--- config.mk ---
export PLATFORM = sky130hd
export DESIGN_NAME = svm_ctrl
export DESIGN_NICKNAME = d
export VERILOG_FILES = /design/src/sv/svm_pkg.sv /design/src/sv/svm_ctrl.sv
export SDC_FILE = /design/constraint.sdc
export NUM_CORES = 1
export LEC_CHECK = 0
export BUFFER_PORTS_ARGS = -buffer_cell sky130_fd_sc_hd__buf_4
export CAP_MARGIN = 10
export CORE_AREA = 5 5 42 44
export DETAILED_ROUTE_END_ITERATION = 16
export DIE_AREA = 0 0 47 49
export SYNTH_ARGS = -nofsm -noshare
export SYNTH_HDL_FRONTEND = slang
export SYNTH_SLANG_ARGS = --single-unit
--- constraint.sdc ---
create_clock -name clk_i -period 3.63 [get_ports clk_i]
set_input_delay 0.726 -clock clk_i [delete_from_list [all_inputs] [get_ports clk_i]]
set_output_delay 0.726 -clock clk_i [all_outputs]
set_load 0.05 [all_outputs]
--- src/sv/svm_pkg.sv ---
`timescale 1ns / 1ps
`default_nettype none

package svm_pkg;

  // Sample memory geometry: one region per sound, regions packed back to back
  localparam int unsigned SOUNDS      = 4;
  localparam int unsigned SOUND_WORDS = 16384;
  localparam int unsigned SND_W       = 2;   // bits of a sound number
  localparam int unsigned OFS_W       = 14;  // bits of an offset inside a region
  localparam int unsigned MEM_AW      = SND_W + OFS_W;

  // Field widths
  localparam int unsigned SAMPLE_W = 16;
  localparam int unsigned GAIN_W   = 9;
  localparam int unsigned POS_W    = 15;
  localparam int unsigned LEN_W    = 15;
  localparam int unsigned CFG_AW   = 2;
  localparam int unsigned MASK_W   = 4;
  localparam int unsigned PROD_W   = SAMPLE_W + GAIN_W + 1;

  // Request kinds carried on tuser
  typedef enum logic [1:0] {
    REQ_TRIGGER = 2'd0,
    REQ_TICK    = 2'd1,
    REQ_WRITE   = 2'd2
  } req_e;

  // Controller states
  typedef enum logic [2:0] {
    ST_IDLE,
    ST_MIX,
    ST_DRAIN1,
    ST_DRAIN2,
    ST_FINISH
  } state_e;

  // Commands from controller to datapath
  typedef struct packed {
    logic trig_en;
    logic write_en;
    logic clear_acc;
    logic issue_en;
    logic load_out;
  } svm_cmd_t;

endpackage

`default_nettype wire

--- src/sv/svm_ctrl.sv ---
`timescale 1ns / 1ps
`default_nettype none

module svm_ctrl #(
  parameter int unsigned VOICES = 4,
  parameter int unsigned VW     = 2
) (
  input  wire logic             clk_i,
  input  wire logic             rst_ni,
  input  wire logic             req_valid_i,
  input  wire logic [1:0]       req_type_i,
  output logic                  req_ready_o,
  input  wire logic             out_free_i,
  output svm_pkg::svm_cmd_t     cmd_o,
  output logic [VW-1:0]         voice_o
);

  svm_pkg::state_e state_q, state_d;
  logic [VW-1:0]   cnt_q, cnt_d;
  logic            last_voice;
  svm_pkg::req_e   req;

  assign req        = svm_pkg::req_e'(req_type_i);
  assign last_voice = (cnt_q == VW'(VOICES - 1));

  // Next state and voice counter
  always_comb begin
    state_d = state_q;
    cnt_d   = cnt_q;
    case (state_q)
      svm_pkg::ST_IDLE: begin
        if (req_valid_i && req == svm_pkg::REQ_TICK) begin
          state_d = svm_pkg::ST_MIX;
          cnt_d   = '0;
        end
      end
      svm_pkg::ST_MIX: begin
        if (last_voice) begin
          state_d = svm_pkg::ST_DRAIN1;
        end else begin
          cnt_d = cnt_q + VW'(1);
        end
      end
      svm_pkg::ST_DRAIN1: state_d = svm_pkg::ST_DRAIN2;
      svm_pkg::ST_DRAIN2: state_d = svm_pkg::ST_FINISH;
      svm_pkg::ST_FINISH: begin
        if (out_free_i) begin
          state_d = svm_pkg::ST_IDLE;
        end
      end
      default: state_d = svm_pkg::ST_IDLE;
    endcase
  end

  // Commands per state
  always_comb begin
    cmd_o       = '0;
    req_ready_o = 1'b0;
    voice_o     = cnt_q;
    case (state_q)
      svm_pkg::ST_IDLE: begin
        req_ready_o = 1'b1;
        if (req_valid_i) begin
          case (req)
            svm_pkg::REQ_TRIGGER: cmd_o.trig_en   = 1'b1;
            svm_pkg::REQ_WRITE:   cmd_o.write_en  = 1'b1;
            svm_pkg::REQ_TICK:    cmd_o.clear_acc = 1'b1;
            default:              cmd_o           = '0;
          endcase
        end
      end
      svm_pkg::ST_MIX:    cmd_o.issue_en = 1'b1;
      svm_pkg::ST_FINISH: cmd_o.load_out = out_free_i;
      default:            cmd_o          = '0;
    endcase
  end

  always_ff @(posedge clk_i or negedge rst_ni) begin
    if (!rst_ni) begin
      state_q <= svm_pkg::ST_IDLE;
      cnt_q   <= '0;
    end else begin
      state_q <= state_d;
      cnt_q   <= cnt_d;
    end
  end

  // Requests are taken only while idle
  a_ready_idle: assert property (@(posedge clk_i) disable iff (!rst_ni)
    req_ready_o |-> state_q == svm_pkg::ST_IDLE)
    else $error("request taken outside idle");

  // A frame walks every voice once before draining
  a_mix_exit: assert property (@(posedge clk_i) disable iff (!rst_ni)
    (state_q == svm_pkg::ST_MIX && !last_voice) |=> state_q == svm_pkg::ST_MIX)
    else $error("mix left early");

  // The result is captured only when the output stage can take it
  a_load_free: assert property (@(posedge clk_i) disable iff (!rst_ni)
    cmd_o.load_out |-> out_free_i && state_q == svm_pkg::ST_FINISH)
    else $error("result loaded while output busy");

endmodule

`default_nettype wire

==> out/results.txt, run 1 <==
Slew Limit Fails -> 0
Tcrit/Tclk final -> 0.621
Root cell of the clock tree -> clkbuf_4
CP startpoint kind -> input port
Register area share after synthesis -> 0.413
Remaining DRCs -> 0
Final setup vio count -> 0
Antenna diodes -> 0
Die area -> 2300 um2
Largest family of logic cells by synthesized area -> simple AND/OR/NAND/NOR gates
Global Route Usage Sum -> 0.0813
CTS resizes -> 0
Post-route non-filler standard cell count -> 66
Htree depth -> 1
CTS tree -> done
Most frequent cells in the layout -> buf_4 (13), nor2_1 (5), dfrtp_1 (5)
Clk_lat worst skew -> 240 ps
Iteration-0 DRC Markers -> 6
Register bit total from synthesis -> 5
Die Ht -> 49 um
RSZ-0062 raised after global routing -> no
Slew HR -> 0.797
Antenna-violating nets left -> 0
Main flop type after synthesis -> dfrtp_1
First drt pass iteration count -> 3
Post-CTS Setup Inserts -> 0
Congestion Overflow GR -> 0
Post-synthesis mux area share -> 0.0372
Placer Congestion -> 0.676
Compound-Gate Fraction of Synth Area -> 0.174
CTS Hold Bufs -> 0
Post-synthesis xor/xnor area fraction -> 0
Wire per inst -> 11.5 um
Mapped Cells -> 35
Number of fill cells in the layout -> 168
Warnings, synthesis -> 0
DRT Wirelength -> 761 um
Initial antenna violation count -> 0
DR vias/cell -> 4.62
Synth async-reset ratio -> 1.00
I/O pin count -> 14
Critical-path maximum fanout -> 2
FMAX -> 0.444 GHz
Min Tclk post-route -> 2250 ps
Adder-cell share of the synthesized area -> 0.0413
Peak VDD IR -> 0.434 mV
Number of flops mapped to enable cells by yosys -> 0
CTS Buf Count -> 3
Yosys top cell area share -> 0.413
Num rows -> 14
Detailed placement HPWL -> 553 um
Cell accounting for the most synthesized area -> dfrtp_1
CTS max path bufs -> 2
Leak pwr -> 0.000219 uW
Worst-Margin Slew -> 304 ps
Largest cells by area after synthesis -> dfrtp_1 (41%), nor2_1 (6.2%), nor3_1 (5.0%)
Crit path kind -> in -> out
Final Hold Viols -> 0
Core Region -> 1400 um2
Worst endpoint required time -> 2900 ps
Clock skew -> 1.90 ps
Avg Cell Area, Syn -> 8.65 um2
Placed cells -> 62
Crit path DAT -> 1530 ps
Dpl ws -> 1360 ps
Worst Setup End Kind -> primary output
First-pass GRT wire length -> 1280 um
Worst min path class -> in -> async
Nets -> 58
Initial core utilization -> 0.216
Port bufs -> 13
Setup ws final -> 1380 ps
Ratio of cells with drive above 1 in the final layout -> 0.360
Tot Pwr -> 484 uW
P per Cell Area -> 1110 nW/um2
Syn nets -> 42
Clk slew on worst S/H paths -> 40 ps
Total vias in the final route -> 305
Largest net degree at the start of global routing -> 11
Post-synthesis cell type count -> 20
Setup TNS -> 0 ps
Vias in the first global route -> 314
Sink Count -> 5
Max-cap violations -> 0
Synth Area in Simple Gates -> 0.277
Status -> finished clean
Area Overhead vs Synth -> 44.2%
Die extent in x -> 47 um
Commonest non-fill, non-tap cell in the layout -> buf_4
Synth Cell Area -> 303 um2
through the flow:
| stage | instance area, um2 | util | hold WS (ps) |
|---|---|---|---|
| finish | 437 | 0.312 | 275 |
| global route | 437 | 0.312 | 270 |
| CTS | 437 | 0.312 | 267 |
| detailed placement | 410 | 0.293 | 530 |
| global placement | 410 | 0.293 | 529 |
| floorplan | 303 | - | 430 |
synth_stat cells (2+ instances only):
master,instances
nor2_1,5
buf_2,2
nand3b_1,2
nand2_1,4
nor3_1,3
dfrtp_1,5
worst paths after layout:
| check | cells after the start | end | from | slack, ps |
|---|---|---|---|---|
| setup reg to reg | 4 | voice_o[0] | voice_o[0] | 2320 |
| setup / recovery | 5 | cmd_o[3] | req_type_i[0] | 1380 |
| max in group asynchronous | 1 | state_q[1] | rst_ni | 3250 |
| hold reg to reg | 1 | voice_o[1] | voice_o[1] | 550 |
| min in group clk_i | 1 | voice_o[1] | voice_o[1] | 550 |
| hold / removal | 1 | voice_o[0] | rst_ni | 270 |
layout make-up:
class	instances	area, um2	area share
Clock buffer	4	26.3	0.0602
Inverter	2	7.51	0.0172
Multi-Input combinational cell	26	160	0.367
Sequential cell	5	125	0.287
Tap cell	16	20.0	0.0458
Timing Repair Buffer	13	97.6	0.223
kinds of logic after synthesis:
| kind of cell | Yosys count |
|---|---|
| adders and majority gates | 1 |
| AOI/OAI and AO/OA | 7 |
| buffers and inverters | 4 |
| and+or+nand+nor | 17 |
| muxes | 1 |
| DFF | 5 |
routing by layer:
metal	part of all wire	global-route usage	routed length [um]
met1	0.43	0.102	326
met2	0.44	0.0882	333
met3	0.13	0.0554	101
met4	0	0.0691	0
met5	0	0	0
power by group:
| part | switching [uW] | internal, uW | total (uW) | leakage [uW] |
|---|---|---|---|---|
| sequential | 43.3 | 81.3 | 125 | 0.0000635 |
| clock | 23.1 | 41.6 | 64.7 | 0.0000150 |
| combinational | 185 | 110 | 295 | 0.000140 |
| total | 252 | 233 | 484 | 0.000219 |
critical path: stages:
cell     delay, ps
buf_4          110
nor4_1         260
nand2_1        100
nor2_1         110
buf_4          210
registers in the layout, indices dropped and copies added (netlist names):
register / cells
voice_o: 2
state_q: 3
Note: power is estimated with default switching activity, not from simulation.
==> inputs of run 2 (changes only) <==
clock period = 1.9 ns   (was 3.63 ns; I/O delays follow)
==> out/results.txt, run 2 (same netlist as run 1, synthesis figures left out) <==
R2r startpoint -> voice_o[0]
Setup TNS -> 0 ps (unchanged)
Wire per inst -> 11.0 um (-4.9%)
CTS max path bufs -> 2 (unchanged)
DR vias/cell -> 4.52 (-2.1%)
First drt pass iteration count -> 2 (-1)
Die extent in x -> 47 um (unchanged)
Worst min path class -> in -> reg
Peak VDD IR -> 0.602 mV (+39%)
Critical hold path startpoint -> out_free_i
Commonest non-fill, non-tap cell in the layout -> buf_4
Worst endpoint required time -> 1520 ps (-1380 ps)
Crit path kind -> reg -> out
Crit path DAT -> 1370 ps (-160 ps)
Antenna diodes -> 0 (unchanged)
Ratio of cells with drive above 1 in the final layout -> 0.431 (+0.0714)
Worst Setup End Kind -> primary output
Core Region -> 1400 um2 (unchanged)
Critical-path maximum fanout -> 7 (+5)
Congestion Overflow GR -> 0 (unchanged)
Root cell of the clock tree -> clkbuf_4
Final setup vio count -> 0 (unchanged)
Sw Share -> 0.515 (-0.00473)
Max-cap violations -> 0 (unchanged)
Global Route Usage Sum -> 0.0744 (-0.00691)
Final Hold Viols -> 0 (unchanged)
Slew Limit Fails -> 0 (unchanged)
DRT Wirelength -> 735 um (-3.4%)
Post-route core utilization -> 0.332 (+0.0205)
FMAX -> 0.573 GHz
Htree depth -> 1 (unchanged)
Setup ws final -> 154 ps (-1220 ps)
Die Ht -> 49 um (unchanged)
Slew HR -> 0.760 (-0.0372)
I/O pin count -> 14 (unchanged)
Clk pwr share -> 0.126 (-0.008)
CP startpoint kind -> flip-flop
Die area -> 2300 um2 (unchanged)
Worst-Margin Slew -> 360 ps (+55.8 ps)
Dpl ws -> 372 ps (-987 ps)
RSZ-0062 raised after global routing -> no
P_sw -> 496 uW (+97%)
Iteration-0 DRC Markers -> 7 (+1)
Tcrit/Tclk final -> 0.919
Clk_lat worst skew -> 240 ps (about the same)
Post-CTS Setup Inserts -> 0 (unchanged)
Port bufs -> 13 (unchanged)
Max reg flops -> 3 (unchanged)
Placer Congestion -> 0.676 (-0.10%)
Vias in the first global route -> 266 (-15%)
Register name with the most flops -> state_q
Total vias in the final route -> 303 (-0.66%)
Largest net degree at the start of global routing -> 11 (unchanged)
Clk slew on worst S/H paths -> 40 ps (about the same)
Initial core utilization -> 0.216 (unchanged)
Number of fill cells in the layout -> 160 (-4.8%)
Sequential power share -> 0.266 (+0.009)
Combinational fraction of design power -> 0.608 (about the same)
Detailed placement HPWL -> 552 um (-0.16%)
CTS Buf Count -> 3 (unchanged)
Leak pwr -> 0.000224 uW (+2.3%)
Nets -> 59 (+1.7%)
Num rows -> 14 (unchanged)
Most frequent cells in the layout -> buf_4 (13), nor2_1 (5), nand2_1 (4)
First-pass GRT wire length -> 1100 um (-14%)
P_int -> 467 uW (+100%)
Worst Hold Margin -> 339 ps (+64.3 ps)
Min Tclk post-route -> 1750 ps
CP Launch Point -> state_q[0]
P per Cell Area -> 2070 nW/um2 (+87%)
Sink Count -> 5 (unchanged)
Remaining DRCs -> 0 (unchanged)
Status -> finished clean
Clock skew -> 4.40 ps (+2.50 ps)
Initial antenna violation count -> 0 (unchanged)
R2R setup slack -> 590 ps (-1730 ps)
Antenna-violating nets left -> 0 (unchanged)
CTS tree -> done
Area Overhead vs Synth -> 53.7%
[run 2: worst paths after layout]
check	to	depth (start not counted)
setup / recovery	cmd_o[3]	4
hold / removal	state_q[2]	2
setup reg to reg	voice_o[0]	4
hold reg to reg	voice_o[1]	1
max in group asynchronous	state_q[0]	2
min in group asynchronous	state_q[1]	2
[run 2: layer usage]
metal  track usage  wire length (um)  vias up
met5             0                 0        -
met4         0.111                42        0
met3        0.0221                34        4
met2         0.104               331        8
met1        0.0650               327      132
li1              -                 -      159
[run 2: critical path: stages, from the launching register on]
cell and delay [ps]:
dfrtp_2 460, nor4_1 270, nand2_1 100, nor2_1 90, buf_4 200
[run 2: power groups by stage]
stage          registers (uW)  logic (uW)  clock network, uW
2_1_floorplan             272         419                  0
3_3_place_gp              254         585                  0
3_5_place_dp              254         586                  0
4_1_cts                   252         590                129
5_1_grt                   266         629                135
6_report                  256         586                121
[run 2: final cells by class]
class	count	area [um2]	area share
Clock buffer	4	26.3	0.0565
Multi-Input combinational cell	26	176	0.379
Tap cell	16	20.0	0.0430
Sequential cell	5	128	0.274
Inverter	2	7.51	0.0161
Timing Repair Buffer	14	108	0.231
[run 2: repair_timing]
action,4_1_cts,5_1_grt
gates resized for setup,0,2
hold buffers,1,0
endpoints found under the setup margin,0,1
endpoints found under the hold margin,5,0
[run 2: metrics by stage]
step	cell area [um2]	cells	total power [uW]
after detailed placement	427	62	839
final	465	67	963
after CTS	463	67	971
after global placement	427	62	839
after global routing	465	67	1030
after floorplan	319	35	691
==> inputs of run 3 (changes only) <==
ABC_AREA = 1   (was default)
==> out/results.txt, run 3 <==
Die Ht -> 49 um (unchanged)
Commonest non-fill, non-tap cell in the layout -> buf_4
Ratio of cells with drive above 1 in the final layout -> 0.323 (-0.108)
Clk slew on worst S/H paths -> 50 ps (about the same)
Total vias in the final route -> 357 (+18%)
Global Route Usage Sum -> 0.0784 (+0.00403)
Register bit total from synthesis -> 5 (unchanged)
Synth Area in Simple Gates -> 0.408 (+0.131)
Synth Cell Area -> 332 um2 (+9.5%)
Number of fill cells in the layout -> 167 (+4.4%)
Peak VDD IR -> 0.617 mV (+2.6%)
DRT Wirelength -> 775 um (+5.4%)
FMAX -> 0.573 GHz (about the same)
Antenna diodes -> 0 (unchanged)
Clock skew -> 3.17 ps (-1.24 ps)
Die area -> 2300 um2 (unchanged)
Post-synthesis xor/xnor area fraction -> 0 (unchanged)
Worst Setup End Kind -> primary output
CTS Hold Bufs -> 1 (unchanged)
Warnings, synthesis -> 0 (unchanged)
Die extent in x -> 47 um (unchanged)
Area after DPL -> 462 um2 (+8.2%)
Most frequent cells in the layout -> buf_4 (13), inv_1 (11), nand2_1 (10)
Register name with the most flops -> state_q
Number of flops mapped to enable cells by yosys -> 0 (unchanged)
Placer Congestion -> 0.713 (+5.5%)
Num rows -> 14 (unchanged)
Max reg flops -> 3 (unchanged)
Leak pwr -> 0.000284 uW (+27%)
Post-route core utilization -> 0.355 (+0.0232)
Critical-path maximum fanout -> 5 (-2)
CTS resizes -> 0 (unchanged)
Vias in the first global route -> 360 (+35%)
Setup TNS -> 0 ps (unchanged)
Htree depth -> 1 (unchanged)
CTS Buf Count -> 3 (unchanged)
Max-cap violations -> 0 (unchanged)
Cell area after layout -> 498 um2 (+7.0%)
Final setup vio count -> 0 (unchanged)
Largest net degree at the start of global routing -> 7 (-4)
R2R setup slack -> 770 ps (+180 ps)
Core Region -> 1400 um2 (unchanged)
R2R Path End -> voice_o[0]
Adder-cell share of the synthesized area -> 0.0377 (-0.00359)
Crit path DAT -> 1370 ps (about the same)
CTS max path bufs -> 2 (unchanged)
Congestion Overflow GR -> 0 (unchanged)
Avg Cell Area, Syn -> 7.05 um2 (-18%)
Root cell of the clock tree -> clkbuf_4
Main flop type after synthesis -> dfrtp_1
FF-to-FF path depth -> 7 (+3)
R2r startpoint -> voice_o[0]
Mapped Cells -> 47 (+34%)
Port bufs -> 13 (unchanged)
Slew Limit Fails -> 0 (unchanged)
Iteration-0 DRC Markers -> 3 (-4)
Register area share after synthesis -> 0.377 (-0.0359)
Tcrit/Tclk final -> 0.919 (about the same)
Slew HR -> 0.851 (+0.0910)
Post-CTS Setup Inserts -> 0 (unchanged)
Yosys top cell area share -> 0.377 (-0.0359)
Remaining DRCs -> 0 (unchanged)
Worst endpoint required time -> 1520 ps (about the same)
Clk_lat worst skew -> 240 ps (about the same)
DR vias/cell -> 4.41 (-2.5%)
CP startpoint kind -> flip-flop
Multi-input logic area -> 178 um2 (+0.71%)
Final Hold Viols -> 0 (unchanged)
Synth async-reset ratio -> 1.00 (unchanged)
Worst-Margin Slew -> 224 ps (-136 ps)
I/O pin count -> 14 (unchanged)
Initial core utilization -> 0.237 (+0.0205)
Nets -> 73 (+24%)
Initial antenna violation count -> 0 (unchanged)
Post-synthesis cell type count -> 15 (-25%)
First-pass GRT wire length -> 1290 um (+18%)
Count leader, synth -> inv_1
Largest cells by area after synthesis -> dfrtp_1 (38%), inv_1 (12%), nand2_1 (11%)
Sink Count -> 5 (unchanged)
Post-synthesis mux area share -> 0 (-0.0372)
Synth top cells by count -> inv_1 (11), nand2_1 (10), dfrtp_1 (5), nand3_1 (5), nor2_1 (5)
Antenna-violating nets left -> 0 (unchanged)
CTS tree -> done
Compound-Gate Fraction of Synth Area -> 0.0528 (-0.121)
Min Tclk post-route -> 1750 ps (-0.125 ps)
Wire per inst -> 9.57 um (-13%)
First drt pass iteration count -> 2 (unchanged)
Status -> finished clean
RSZ-0062 raised after global routing -> no
Area Overhead vs Synth -> 50.2%
Crit path kind -> reg -> out
Detailed placement HPWL -> 633 um (+15%)
Register area -> 125 um2 (-2.0%)
Syn nets -> 54 (+29%)
Worst min path class -> in -> async
P per Cell Area -> 1720 nW/um2 (-17%)
Cell accounting for the most synthesized area -> dfrtp_1
Largest family of logic cells by synthesized area -> simple AND/OR/NAND/NOR gates
[run 3: worst max-delay path by stage]
stage / startpoint / to / slack [ps]
finish: state_q[0] / cmd_o[3] / 150
global route: state_q[0] / cmd_o[4] / 30
CTS: state_q[0] / cmd_o[3] / 130
detailed placement: state_q[0] / cmd_o[3] / 390
global placement: state_q[0] / cmd_o[3] / 430
floorplan: state_q[0] / cmd_o[3] / -10
[run 3: worst max-delay path, stage by stage, from the launching register on]
cell and delay (ps):
dfrtp_1 440, nor2_4 150, nand2_1 130, nor4_2 170
buf_4 240
[run 3: layer usage]
| layer | vias to the layer above | GRT usage | share of wire |
|---|---|---|---|
| met2 | 9 | 0.118 | 0.51 |
| met1 | 163 | 0.0911 | 0.44 |
| met4 | 0 | 0.0829 | 0 |
| met5 | - | 0 | 0 |
| li1 | 185 | - | - |
| met3 | 0 | 0 | 0.045 |
[run 3: logic make-up (layout without fill, tap and decap cells)]
| family | after synthesis | count (layout) |
|---|---|---|
| AND/OR/NAND/NOR | 27 | 27 |
| buffers and inverters | 11 | 29 |
| adder cells (fa/ha/maj) | 1 | 1 |
| AO/OA/AOI/OAI | 3 | 3 |
| flip-flops | 5 | 5 |
[run 3: cell type report]
type | instances | share of cell area
Inverter | 11 | 0.0829
Sequential cell | 5 | 0.251
Clock buffer | 4 | 0.0528
Multi-Input combinational cell | 31 | 0.357
Timing Repair Buffer | 14 | 0.216
Tap cell | 16 | 0.0402
[run 3: stage by stage]
stage / worst slack [ps] / cells / hold WS [ps] / power [uW]
3_3_place_gp: 434 / 76 / 187 / 730
4_1_cts: 135 / 81 / 477 / 871
2_1_floorplan: -12.9 / 47 / 84.4 / 595
3_5_place_dp: 392 / 76 / 186 / 736
5_1_grt: 26.8 / 81 / 491 / 936
6_report: 154 / 81 / 482 / 858
[run 3: where the power goes]
group          internal [uW]  total [uW]  switching, uW
sequential               145         193           47.5
clock                   79.6         126           46.0
combinational            166         540            374
